### src/design/ps2h_pkg.sv
// Shared types, constants and helpers for the PS/2 host link engine.
// No dependencies; every other design file depends on this package.
`default_nettype none

package ps2h_pkg;

  localparam int unsigned FifoDepth  = 64;
  localparam int unsigned FifoAw     = $clog2(FifoDepth);
  localparam int unsigned QueueDepth = 2;
  localparam int unsigned QueueAw    = $clog2(QueueDepth);
  localparam int unsigned QueueCw    = $clog2(QueueDepth + 1);

  typedef logic [1:0]        cmd_t;
  typedef logic [7:0]        byte_t;
  typedef logic [9:0]        ms_t;
  typedef logic [8:0]        tx_frame_t;
  typedef logic [3:0]        step_t;
  typedef logic [FifoAw-1:0] ptr_t;

  localparam cmd_t CmdEdge = 2'd0;
  localparam cmd_t CmdTick = 2'd1;
  localparam cmd_t CmdRead = 2'd2;
  localparam cmd_t CmdSend = 2'd3;

  localparam ms_t   TimeoutReset   = 10'd250;
  localparam step_t RxFrameEdges   = 4'd11;
  localparam step_t RxLastDataBit  = 4'd8;
  localparam step_t TxLastDataStep = 4'd9;
  localparam step_t TxReleaseStep  = 4'd10;
  localparam step_t StepOne        = 4'd1;

  typedef enum logic [1:0] {
    OP_EDGE,
    OP_TICK,
    OP_READ,
    OP_SEND
  } op_e;

  typedef struct packed {
    op_e       op;
    logic      data_line;
    tx_frame_t tx_frame;
  } job_t;

  typedef struct packed {
    logic scancode_valid;
    logic drive_data;
    logic tx_busy;
    logic frame_stored;
    logic frame_dropped;
  } status_t;

  function automatic ptr_t ring_next(ptr_t p);
    ptr_t n;
    n = (p == ptr_t'(FifoDepth - 1)) ? '0 : p + 1'b1;
    return n;
  endfunction

endpackage

`default_nettype wire

### src/design/ps2h_if.sv
// Handshake channels of the PS/2 host link engine: items in, results out, config.
// Depends on ps2h_pkg.
`default_nettype none

interface ps2h_item_if;
  logic                  valid;
  logic                  ready;
  ps2h_pkg::cmd_t        command;
  logic                  data_line;
  ps2h_pkg::byte_t       send_value;

  modport source (output valid, command, data_line, send_value, input ready);
  modport sink   (input valid, command, data_line, send_value, output ready);
endinterface

interface ps2h_result_if;
  logic            valid;
  logic            ready;
  ps2h_pkg::byte_t scancode;
  logic            scancode_valid;
  logic            drive_data;
  logic            tx_busy;
  logic            frame_stored;
  logic            frame_dropped;

  modport source (output valid, scancode, scancode_valid, drive_data, tx_busy,
                  frame_stored, frame_dropped, input ready);
  modport sink   (input valid, scancode, scancode_valid, drive_data, tx_busy,
                  frame_stored, frame_dropped, output ready);
endinterface

interface ps2h_cfg_if;
  logic          valid;
  logic          ready;
  ps2h_pkg::ms_t idle_timeout_ms;

  modport source (output valid, idle_timeout_ms, input ready);
  modport sink   (input valid, idle_timeout_ms, output ready);
endinterface

`default_nettype wire

### src/design/ps2h_front.sv
// Front end: accepts items, decodes the command, precomputes the transmit frame
// and holds jobs in a short queue for the back end. Depends on ps2h_pkg, ps2h_if.
`default_nettype none

module ps2h_front (
  input  logic             clk_i,
  input  logic             rst_ni,
  ps2h_item_if.sink        req_i,
  output ps2h_pkg::job_t   job_o,
  output logic             job_valid_o,
  input  logic             job_ready_i
);
  import ps2h_pkg::*;

  typedef logic [QueueAw-1:0] qptr_t;
  typedef logic [QueueCw-1:0] qcnt_t;

  job_t  queue_q [QueueDepth];
  qptr_t wr_ptr_q, wr_ptr_d;
  qptr_t rd_ptr_q, rd_ptr_d;
  qcnt_t count_q, count_d;
  job_t  job_in;
  logic  push, pop;

  always_comb begin
    job_in.data_line = req_i.data_line;
    job_in.tx_frame  = {^req_i.send_value, ~req_i.send_value};
    case (req_i.command)
      CmdEdge: job_in.op = OP_EDGE;
      CmdTick: job_in.op = OP_TICK;
      CmdRead: job_in.op = OP_READ;
      CmdSend: job_in.op = OP_SEND;
      default: job_in.op = OP_EDGE;
    endcase
  end

  assign req_i.ready = (count_q != qcnt_t'(QueueDepth));
  assign push        = req_i.valid && req_i.ready;
  assign job_valid_o = (count_q != '0);
  assign pop         = job_valid_o && job_ready_i;
  assign job_o       = queue_q[rd_ptr_q];

  always_comb begin
    wr_ptr_d = push ? wr_ptr_q + 1'b1 : wr_ptr_q;
    rd_ptr_d = pop ? rd_ptr_q + 1'b1 : rd_ptr_q;
    count_d  = count_q;
    if (push && !pop) begin
      count_d = count_q + 1'b1;
    end else if (pop && !push) begin
      count_d = count_q - 1'b1;
    end
  end

  always_ff @(posedge clk_i or negedge rst_ni) begin
    if (!rst_ni) begin
      wr_ptr_q <= '0;
      rd_ptr_q <= '0;
      count_q  <= '0;
    end else begin
      wr_ptr_q <= wr_ptr_d;
      rd_ptr_q <= rd_ptr_d;
      count_q  <= count_d;
    end
  end

  always_ff @(posedge clk_i) begin
    if (push) begin
      queue_q[wr_ptr_q] <= job_in;
    end
  end

endmodule

`default_nettype wire

### src/design/ps2h_back.sv
// Back end: receive framing, scancode ring FIFO, transmit sequencer, timeout
// register and the output register. Depends on ps2h_pkg, ps2h_if.
`default_nettype none

module ps2h_back (
  input  logic            clk_i,
  input  logic            rst_ni,
  input  ps2h_pkg::job_t  job_i,
  input  logic            job_valid_i,
  output logic            job_ready_o,
  ps2h_cfg_if.sink        cfg_i,
  ps2h_result_if.source   rsp_o
);
  import ps2h_pkg::*;

  byte_t     fifo_mem [FifoDepth];
  byte_t     rdata_q;

  ms_t       timeout_q;
  step_t     rx_cnt_q, rx_cnt_d;
  byte_t     rx_shift_q, rx_shift_d;
  ms_t       idle_q, idle_d;
  ptr_t      head_q, head_d;
  ptr_t      tail_q, tail_d;
  tx_frame_t tx_frame_q, tx_frame_d;
  step_t     tx_step_q, tx_step_d;
  logic      tx_active_q, tx_active_d;
  logic      drive_q, drive_d;
  logic      rsp_valid_q, rsp_valid_d;
  status_t   status_q, status_d;

  logic      fire;
  logic      mem_we, mem_re;
  ptr_t      wr_addr, rd_addr;
  byte_t     wr_data;

  assign job_ready_o = !rsp_valid_q || rsp_o.ready;
  assign fire        = job_valid_i && job_ready_o;
  assign cfg_i.ready = 1'b1;

  always_comb begin
    rx_cnt_d    = rx_cnt_q;
    rx_shift_d  = rx_shift_q;
    idle_d      = idle_q;
    head_d      = head_q;
    tail_d      = tail_q;
    tx_frame_d  = tx_frame_q;
    tx_step_d   = tx_step_q;
    tx_active_d = tx_active_q;
    drive_d     = drive_q;
    status_d    = '0;
    mem_we      = 1'b0;
    mem_re      = 1'b0;
    wr_addr     = ring_next(head_q);
    rd_addr     = ring_next(tail_q);
    wr_data     = '0;
    if (fire) begin
      case (job_i.op)
        OP_EDGE: begin
          if (tx_active_q) begin
            tx_step_d = tx_step_q + 1'b1;
            if (tx_step_d >= StepOne && tx_step_d <= TxLastDataStep) begin
              drive_d = tx_frame_q[tx_step_d - StepOne];
            end else if (tx_step_d == TxReleaseStep) begin
              drive_d = 1'b0;
            end else begin
              drive_d     = 1'b0;
              tx_active_d = 1'b0;
            end
          end else begin
            if (idle_q > timeout_q) begin
              rx_cnt_d   = '0;
              rx_shift_d = '0;
            end
            idle_d = '0;
            if (rx_cnt_d >= StepOne && rx_cnt_d <= RxLastDataBit) begin
              rx_shift_d[3'(rx_cnt_d - StepOne)] = job_i.data_line;
            end
            rx_cnt_d = rx_cnt_d + 1'b1;
            if (rx_cnt_d >= RxFrameEdges) begin
              wr_data = rx_shift_d;
              if (wr_addr != tail_q) begin
                mem_we                = 1'b1;
                head_d                = wr_addr;
                status_d.frame_stored = 1'b1;
              end else begin
                status_d.frame_dropped = 1'b1;
              end
              rx_cnt_d   = '0;
              rx_shift_d = '0;
            end
          end
        end
        OP_TICK: begin
          if (idle_q != '1) begin
            idle_d = idle_q + 1'b1;
          end
        end
        OP_READ: begin
          if (tail_q != head_q) begin
            mem_re                  = 1'b1;
            tail_d                  = rd_addr;
            status_d.scancode_valid = 1'b1;
          end
        end
        OP_SEND: begin
          tx_frame_d  = job_i.tx_frame;
          tx_step_d   = '0;
          tx_active_d = 1'b1;
          drive_d     = 1'b1;
        end
        default: ;
      endcase
      status_d.drive_data = drive_d;
      status_d.tx_busy    = tx_active_d;
    end
  end

  always_comb begin
    rsp_valid_d = rsp_valid_q;
    if (fire) begin
      rsp_valid_d = 1'b1;
    end else if (rsp_o.ready) begin
      rsp_valid_d = 1'b0;
    end
  end

  always_ff @(posedge clk_i or negedge rst_ni) begin
    if (!rst_ni) begin
      timeout_q   <= TimeoutReset;
      rx_cnt_q    <= '0;
      rx_shift_q  <= '0;
      idle_q      <= '0;
      head_q      <= '0;
      tail_q      <= '0;
      tx_frame_q  <= '0;
      tx_step_q   <= '0;
      tx_active_q <= 1'b0;
      drive_q     <= 1'b0;
      rsp_valid_q <= 1'b0;
    end else begin
      if (cfg_i.valid) begin
        timeout_q <= cfg_i.idle_timeout_ms;
      end
      rx_cnt_q    <= rx_cnt_d;
      rx_shift_q  <= rx_shift_d;
      idle_q      <= idle_d;
      head_q      <= head_d;
      tail_q      <= tail_d;
      tx_frame_q  <= tx_frame_d;
      tx_step_q   <= tx_step_d;
      tx_active_q <= tx_active_d;
      drive_q     <= drive_d;
      rsp_valid_q <= rsp_valid_d;
    end
  end

  always_ff @(posedge clk_i) begin
    if (fire) begin
      status_q <= status_d;
    end
  end

  always_ff @(posedge clk_i) begin
    if (mem_we) begin
      fifo_mem[wr_addr] <= wr_data;
    end
  end

  always_ff @(posedge clk_i) begin
    if (mem_re) begin
      rdata_q <= fifo_mem[rd_addr];
    end
  end

  assign rsp_o.valid          = rsp_valid_q;
  assign rsp_o.scancode       = status_q.scancode_valid ? rdata_q : '0;
  assign rsp_o.scancode_valid = status_q.scancode_valid;
  assign rsp_o.drive_data     = status_q.drive_data;
  assign rsp_o.tx_busy        = status_q.tx_busy;
  assign rsp_o.frame_stored   = status_q.frame_stored;
  assign rsp_o.frame_dropped  = status_q.frame_dropped;

endmodule

`default_nettype wire

### src/design/ps2_host_rx_tx_fifo_top.sv
// PS/2 host link engine, top level: front end, job queue and back end.
// Depends on ps2h_pkg, ps2h_if, ps2h_front, ps2h_back.
//
// Usage:
//   req_i carries one item per handshake: a clock falling edge with the sampled
//   data level, a millisecond tick, a scancode read or a send request.
//   rsp_o returns exactly one result item per accepted item, in order: popped
//   scancode, data-line drive, transfer busy and frame stored/dropped flags.
//   cfg_i writes the idle timeout in milliseconds; it is always ready. It must be
//   written only while no item is in flight; the block does not enforce this.
// Timing:
//   Accepted items pass the job queue, then the back end output register, to
//   rsp_o. One item per cycle is sustained unless rsp_o stalls; the back end
//   updates all state per job, and scancode FIFO read data is registered.
// Reset:
//   Queue and scancode FIFO empty, receive frame and idle count cleared, line
//   released, timeout 250 ms. No clearing pass is needed.
// Stall:
//   When rsp_o is stalled the result holds; the two-entry job queue keeps
//   taking items until it is full, then req_i.ready drops.
`default_nettype none

module ps2_host_rx_tx_fifo_top (
  input  logic           clk_i,
  input  logic           rst_ni,
  ps2h_item_if.sink      req_i,
  ps2h_result_if.source  rsp_o,
  ps2h_cfg_if.sink       cfg_i
);
  import ps2h_pkg::*;

  job_t job;
  logic job_valid;
  logic job_ready;

  ps2h_front u_front (
    .clk_i       (clk_i),
    .rst_ni      (rst_ni),
    .req_i       (req_i),
    .job_o       (job),
    .job_valid_o (job_valid),
    .job_ready_i (job_ready)
  );

  ps2h_back u_back (
    .clk_i       (clk_i),
    .rst_ni      (rst_ni),
    .job_i       (job),
    .job_valid_i (job_valid),
    .job_ready_o (job_ready),
    .cfg_i       (cfg_i),
    .rsp_o       (rsp_o)
  );

endmodule

`default_nettype wire

### src/flat_wrapper.sv
// flat-port wrapper written by rule: the top's interface ports become plain ports
module ps2_host_rx_tx_fifo_top_flat import ps2h_pkg::*;
  (clk_i, rst_ni, req_i_valid, req_i_command, req_i_data_line, req_i_send_value, req_i_ready, rsp_o_valid, rsp_o_scancode, rsp_o_scancode_valid, rsp_o_drive_data, rsp_o_tx_busy, rsp_o_frame_stored, rsp_o_frame_dropped, rsp_o_ready, cfg_i_valid, cfg_i_idle_timeout_ms, cfg_i_ready);
  ps2h_item_if req_i_i ();
  ps2h_result_if rsp_o_i ();
  ps2h_cfg_if cfg_i_i ();
  input  logic clk_i;
  input  logic rst_ni;
  input wire logic [$bits(req_i_i.valid)-1:0] req_i_valid;
  input wire logic [$bits(req_i_i.command)-1:0] req_i_command;
  input wire logic [$bits(req_i_i.data_line)-1:0] req_i_data_line;
  input wire logic [$bits(req_i_i.send_value)-1:0] req_i_send_value;
  output wire logic [$bits(req_i_i.ready)-1:0] req_i_ready;
  output wire logic [$bits(rsp_o_i.valid)-1:0] rsp_o_valid;
  output wire logic [$bits(rsp_o_i.scancode)-1:0] rsp_o_scancode;
  output wire logic [$bits(rsp_o_i.scancode_valid)-1:0] rsp_o_scancode_valid;
  output wire logic [$bits(rsp_o_i.drive_data)-1:0] rsp_o_drive_data;
  output wire logic [$bits(rsp_o_i.tx_busy)-1:0] rsp_o_tx_busy;
  output wire logic [$bits(rsp_o_i.frame_stored)-1:0] rsp_o_frame_stored;
  output wire logic [$bits(rsp_o_i.frame_dropped)-1:0] rsp_o_frame_dropped;
  input wire logic [$bits(rsp_o_i.ready)-1:0] rsp_o_ready;
  input wire logic [$bits(cfg_i_i.valid)-1:0] cfg_i_valid;
  input wire logic [$bits(cfg_i_i.idle_timeout_ms)-1:0] cfg_i_idle_timeout_ms;
  output wire logic [$bits(cfg_i_i.ready)-1:0] cfg_i_ready;
  assign req_i_i.valid = req_i_valid;
  assign req_i_i.command = req_i_command;
  assign req_i_i.data_line = req_i_data_line;
  assign req_i_i.send_value = req_i_send_value;
  assign req_i_ready = req_i_i.ready;
  assign rsp_o_valid = rsp_o_i.valid;
  assign rsp_o_scancode = rsp_o_i.scancode;
  assign rsp_o_scancode_valid = rsp_o_i.scancode_valid;
  assign rsp_o_drive_data = rsp_o_i.drive_data;
  assign rsp_o_tx_busy = rsp_o_i.tx_busy;
  assign rsp_o_frame_stored = rsp_o_i.frame_stored;
  assign rsp_o_frame_dropped = rsp_o_i.frame_dropped;
  assign rsp_o_i.ready = rsp_o_ready;
  assign cfg_i_i.valid = cfg_i_valid;
  assign cfg_i_i.idle_timeout_ms = cfg_i_idle_timeout_ms;
  assign cfg_i_ready = cfg_i_i.ready;
  ps2_host_rx_tx_fifo_top u_core (.clk_i(clk_i), .rst_ni(rst_ni), .req_i(req_i_i), .rsp_o(rsp_o_i), .cfg_i(cfg_i_i));
endmodule
### config.mk
export PLATFORM = sky130hd
export DESIGN_NAME = ps2_host_rx_tx_fifo_top_flat
export DESIGN_NICKNAME = d
export VERILOG_FILES = /design/src/design/ps2h_pkg.sv /design/src/design/ps2h_if.sv /design/src/design/ps2h_front.sv /design/src/design/ps2h_back.sv /design/src/design/ps2_host_rx_tx_fifo_top.sv /design/src/flat_wrapper.sv
export SDC_FILE = /design/constraint.sdc
export NUM_CORES = 1
export LEC_CHECK = 0
export BUFFER_PORTS_ARGS = -buffer_cell sky130_fd_sc_hd__buf_4
export CORE_MARGIN = 1
export CORE_UTILIZATION = 30
export CTS_BUF_LIST = sky130_fd_sc_hd__clkbuf_8
export DETAILED_ROUTE_END_ITERATION = 10
export SYNTH_ARGS = -nofsm -noshare
export SYNTH_HDL_FRONTEND = slang
export SYNTH_HIERARCHICAL = 1
export SYNTH_SLANG_ARGS = --single-unit
### constraint.sdc
create_clock -name clk_i -period 7.7 [get_ports clk_i]
set_input_delay 0.77 -clock clk_i [delete_from_list [all_inputs] [get_ports clk_i]]
set_output_delay 0.77 -clock clk_i [all_outputs]
set_load 0.02 [all_outputs]
==> results.md <==
- TritonRoute pass-1 iters: 6
- Initial antenna violation count: 1
- Vias in the first global route: 16,300
- WS Path Type: flop to flop
- CTS H-tree lvls: 3
- Reg2reg setup slack: 2.16 ns
- Final GP Congestion: 0.886
- Die Height: 295 um
- Setup violations, final: 0
- Met1 Usage GRT: 0.194
- # hold bufs at CTS: 0
- Post-Syn Area: 25,700 um2
- Status: complete, no violations
- WP data required: 8.01 ns
- Clk_skew: 0.0422 ns
- Pint: 6.20 mW
- CTS root buffer: clkbuf_8
- Clk_lat worst skew: 0.70 ns
- Clock power share: 0.271
- Sequential share of the synthesized area: 0.703
- M2 GR Usage: 0.244
- Capturing point of the worst reg2reg path: u_core/u_back/fifo_mem[30][3]
- Largest net degree at the start of global routing: 163
- P_leak: 10.5 nW
- Crit. End Element: flop
- Data arrival, critical path: 5.86 ns
- Setup TNS: 0 ns
- Share of power burned in registers: 0.410
- RSZ-0062 raised after global routing: false
- Net Sw Power: 3.59 mW
- CTS resizes: 0
- Starting Density: 0.302
- IO buf count: 40
- Distinct cells, synth: 67
- Grt total ovfl: 0
- # IOs: 42
- Post-synth top area share: 0.640
- Pwr per Cell Area: 337 nW/um2
- Ys Warns: 6
- Max Cap Viol: 0
- Number of synthesized flops with an enable pin: 549
- Hpwl dp: 39.1 mm
- Clock-pin slew on the worst setup and hold paths: 0.06 ns
- Total power: 9.79 mW
- Achievable Freq: 180 MHz
- DIE AREA: 87,000 um2
- Worst hold path class: primary input to asynchronous set/reset pin
- Global-route wire length before repair: 97.1 mm
- R2R depth: 16
- Syn Nets: 2,008
- Layout fillers: 8,377
- # DRC: 0
- Area Overhead vs Synth: 13.0%
- Met3 track demand over resource: 0.0266
- Synth top area cells: edfxtp_1, nand2_1, dfrtp_1
- Most Used Layer, Global Route: met2
- Maximum VDD drop: 0.254 mV
- Crit share post-route: 0.720
- Clock sink count: 613
- Final Util: 0.342
- Fraction of registers with async set or reset after synthesis: 0.104
- Hold Fails Final Rpt: 0
- FF+latch count, synth: 613
- CORE AREA: 85,100 um2
- Routed WL: 64.8 mm
- Longest Clk Path Bufs: 3
- Worst slew margin: 0.224
- Final ANT Viol Nets: 0
- Post-Syn Instances: 1,957
- Postcts setup bufs: 0
- Actual slew at the worst max-slew pin: 1.16 ns
- R2r startpoint: u_core/u_back/timeout_q[3]
- Comb pwr share: 0.318
- # rows: 107
- Largest area contributor in the netlist: edfxtp_1
- Via count: 16,100
- Nets: 2,061
- Post-synth top flop: edfxtp_1
- Shortest period the worst path allows: 5.54 ns
- Wire length per cell: 20.0 um
- Final slew viol count: 0
- CTS buffer count: 98
- Layout cells sized above 1: 0.124
- CTS tree: yes
- GRT Overall Usage: 0.148
- Syn Area/Cell: 13.2 um2
- Vias/cell: 4.98
- Net Sw Frac: 0.367
- Worst setup SP type: flop
- Die Wd: 295 um
- Critical Path Fanout Max: 16
- First DRT Iteration DRCs: 1,627
-- cell type report --
type	count	area, um2	share of cell area
well taps	1144	1430	0.0492
repair buffers	58	448	0.0154
inverters	42	158	0.00542
clock buffers	103	1420	0.0488
multi-input cells	1197	7070	0.243
flip-flops and latches	613	18100	0.622
diodes	1	2.50	0.0000861
clock inverters	76	460	0.0158
-- flip-flops by register name, summed over array words and instances, names as in the netlist, 2 cells and up --
| name | count |
|---|---|
| u_core/u_back/fifo_mem | 512 |
| u_core/u_back/head_q | 6 |
| u_core/u_back/idle_q | 10 |
| u_core/u_back/rdata_q | 8 |
| u_core/u_back/rx_cnt_q | 4 |
| u_core/u_back/rx_shift_q | 8 |
| u_core/u_back/tail_q | 6 |
| u_core/u_back/timeout_q | 10 |
| u_core/u_back/tx_frame_q | 9 |
| u_core/u_back/tx_step_q | 4 |
| u_core/u_front/count_q | 2 |
| u_core/u_front/queue_q | 24 |
-- cell usage in the layout (no fill, tap or decap), types with 10 or more instances in the layout --
cell type | Yosys | layout
xnor2_1 | 23 | 23
inv_1 | 41 | 69
buf_4 | 11 | 57
edfxtp_1 | 549 | 549
ha_1 | 25 | 25
a31oi_1 | 35 | 35
and3_1 | 13 | 13
clkbuf_8 | 0 | 103
mux2i_1 | 62 | 60
mux4_2 | 16 | 16
nand2b_1 | 11 | 11
nand3_1 | 172 | 172
nor2_1 | 102 | 96
xor2_1 | 18 | 18
clkinv_2 | 0 | 11
a21oi_1 | 41 | 41
and2_1 | 10 | 10
o31ai_1 | 11 | 11
o21ai_0 | 37 | 35
a22oi_1 | 13 | 13
dfrtp_1 | 58 | 58
clkinv_1 | 1 | 27
nand4_1 | 32 | 32
mux2_2 | 24 | 24
a32oi_1 | 10 | 10
nand2_1 | 430 | 430
-- cell families (layout without fill, tap and decap cells) --
family | after synthesis | count (layout) | synth area share
AND/OR/NAND/NOR | 818 | 818 | 0.139
flip-flops | 613 | 613 | 0.703
AO/OA/AOI/OAI | 209 | 209 | 0.0556
buffers and inverters | 147 | 279 | 0.0266
multiplexers | 102 | 102 | 0.0486
XOR/XNOR | 42 | 42 | 0.0146
adder cells (fa/ha/maj) | 25 | 25 | 0.0122
other | 1 | 2 | 0.000146
-- power by group through the flow --
stage | Combinational [mW] | Sequential, mW | Clock (mW)
2_1_floorplan | 2.10 | 4.01 | 0
5_1_grt | 3.35 | 4.03 | 2.85
4_1_cts | 3.10 | 4.02 | 2.72
3_3_place_gp | 3.04 | 4.08 | 0
6_report | 3.12 | 4.02 | 2.66
3_5_place_dp | 3.09 | 4.08 | 0
-- worst max-delay path: stages, from the launching register on --
cell	delay, ns
dfstp_2	0.51
inv_1	0.05
ha_1	0.31
a21o_1	0.19
a21o_1	0.20
a211oi_4	0.36
o21a_1	0.40
nand2_1	0.16
inv_1	0.10
ha_1	0.20
xor2_1	0.16
nor2_1	0.06
nor2_2	0.35
o2111a_4	0.37
o41ai_4	0.18
or4_1	0.84
nor2_1	0.71
-- layer usage --
layer / part of all wire / wire, um / up-vias
met3: 0.075 / 4890 / 111
met5: 0 / 0 / -
met1: 0.41 / 26900 / 7958
met4: 0.029 / 1860 / 0
li1: - / - / 7307
met2: 0.48 / 31200 / 715
-- stage by stage --
step / setup slack, ns / hold WS [ns] / std cells / area (um2)
detailed placement: 2.24 / 0.477 / 3054 / 27200
floorplan: 1.13 / 0.456 / 1957 / 25700
global route: 1.91 / 0.215 / 3233 / 29100
CTS: 2.20 / 0.181 / 3233 / 29100
finish: 2.16 / 0.175 / 3234 / 29100
global placement: 2.35 / 0.475 / 3054 / 27200
-- worst max-delay path by stage --
stage,from,endpoint,slack [ns],cells after the start
2_1_floorplan,u_core/u_back/timeout_q[3],u_core/u_back/fifo_mem[0][5],1.13,17
3_3_place_gp,u_core/u_back/timeout_q[3],u_core/u_back/fifo_mem[60][6],2.35,16
3_5_place_dp,u_core/u_back/timeout_q[3],u_core/u_back/fifo_mem[4][4],2.24,16
4_1_cts,u_core/u_back/timeout_q[3],u_core/u_back/fifo_mem[4][0],2.20,16
5_1_grt,u_core/u_back/timeout_q[3],u_core/u_back/fifo_mem[4][7],1.91,16
6_report,u_core/u_back/timeout_q[3],u_core/u_back/fifo_mem[30][3],2.16,16
-- Yosys cell counts, types with 9 or more instances --
cell type / number
nand3_1: 172
and2_1: 10
nand4_1: 32
nand2b_1: 11
a22oi_1: 13
ha_1: 25
nand2_1: 430
o21ai_0: 37
mux2i_1: 62
edfxtp_1: 549
mux2_2: 24
xor2_1: 18
inv_1: 41
buf_4: 11
clkbuf_1: 47
buf_2: 38
a311o_1: 9
xnor2_1: 23
a32oi_1: 10
o31ai_1: 11
and3_1: 13
or3_1: 9
nor3_1: 9
dfrtp_1: 58
a31oi_1: 35
a21oi_1: 41
mux4_2: 16
nor2_1: 102
Power figures use the tool's default switching activity.
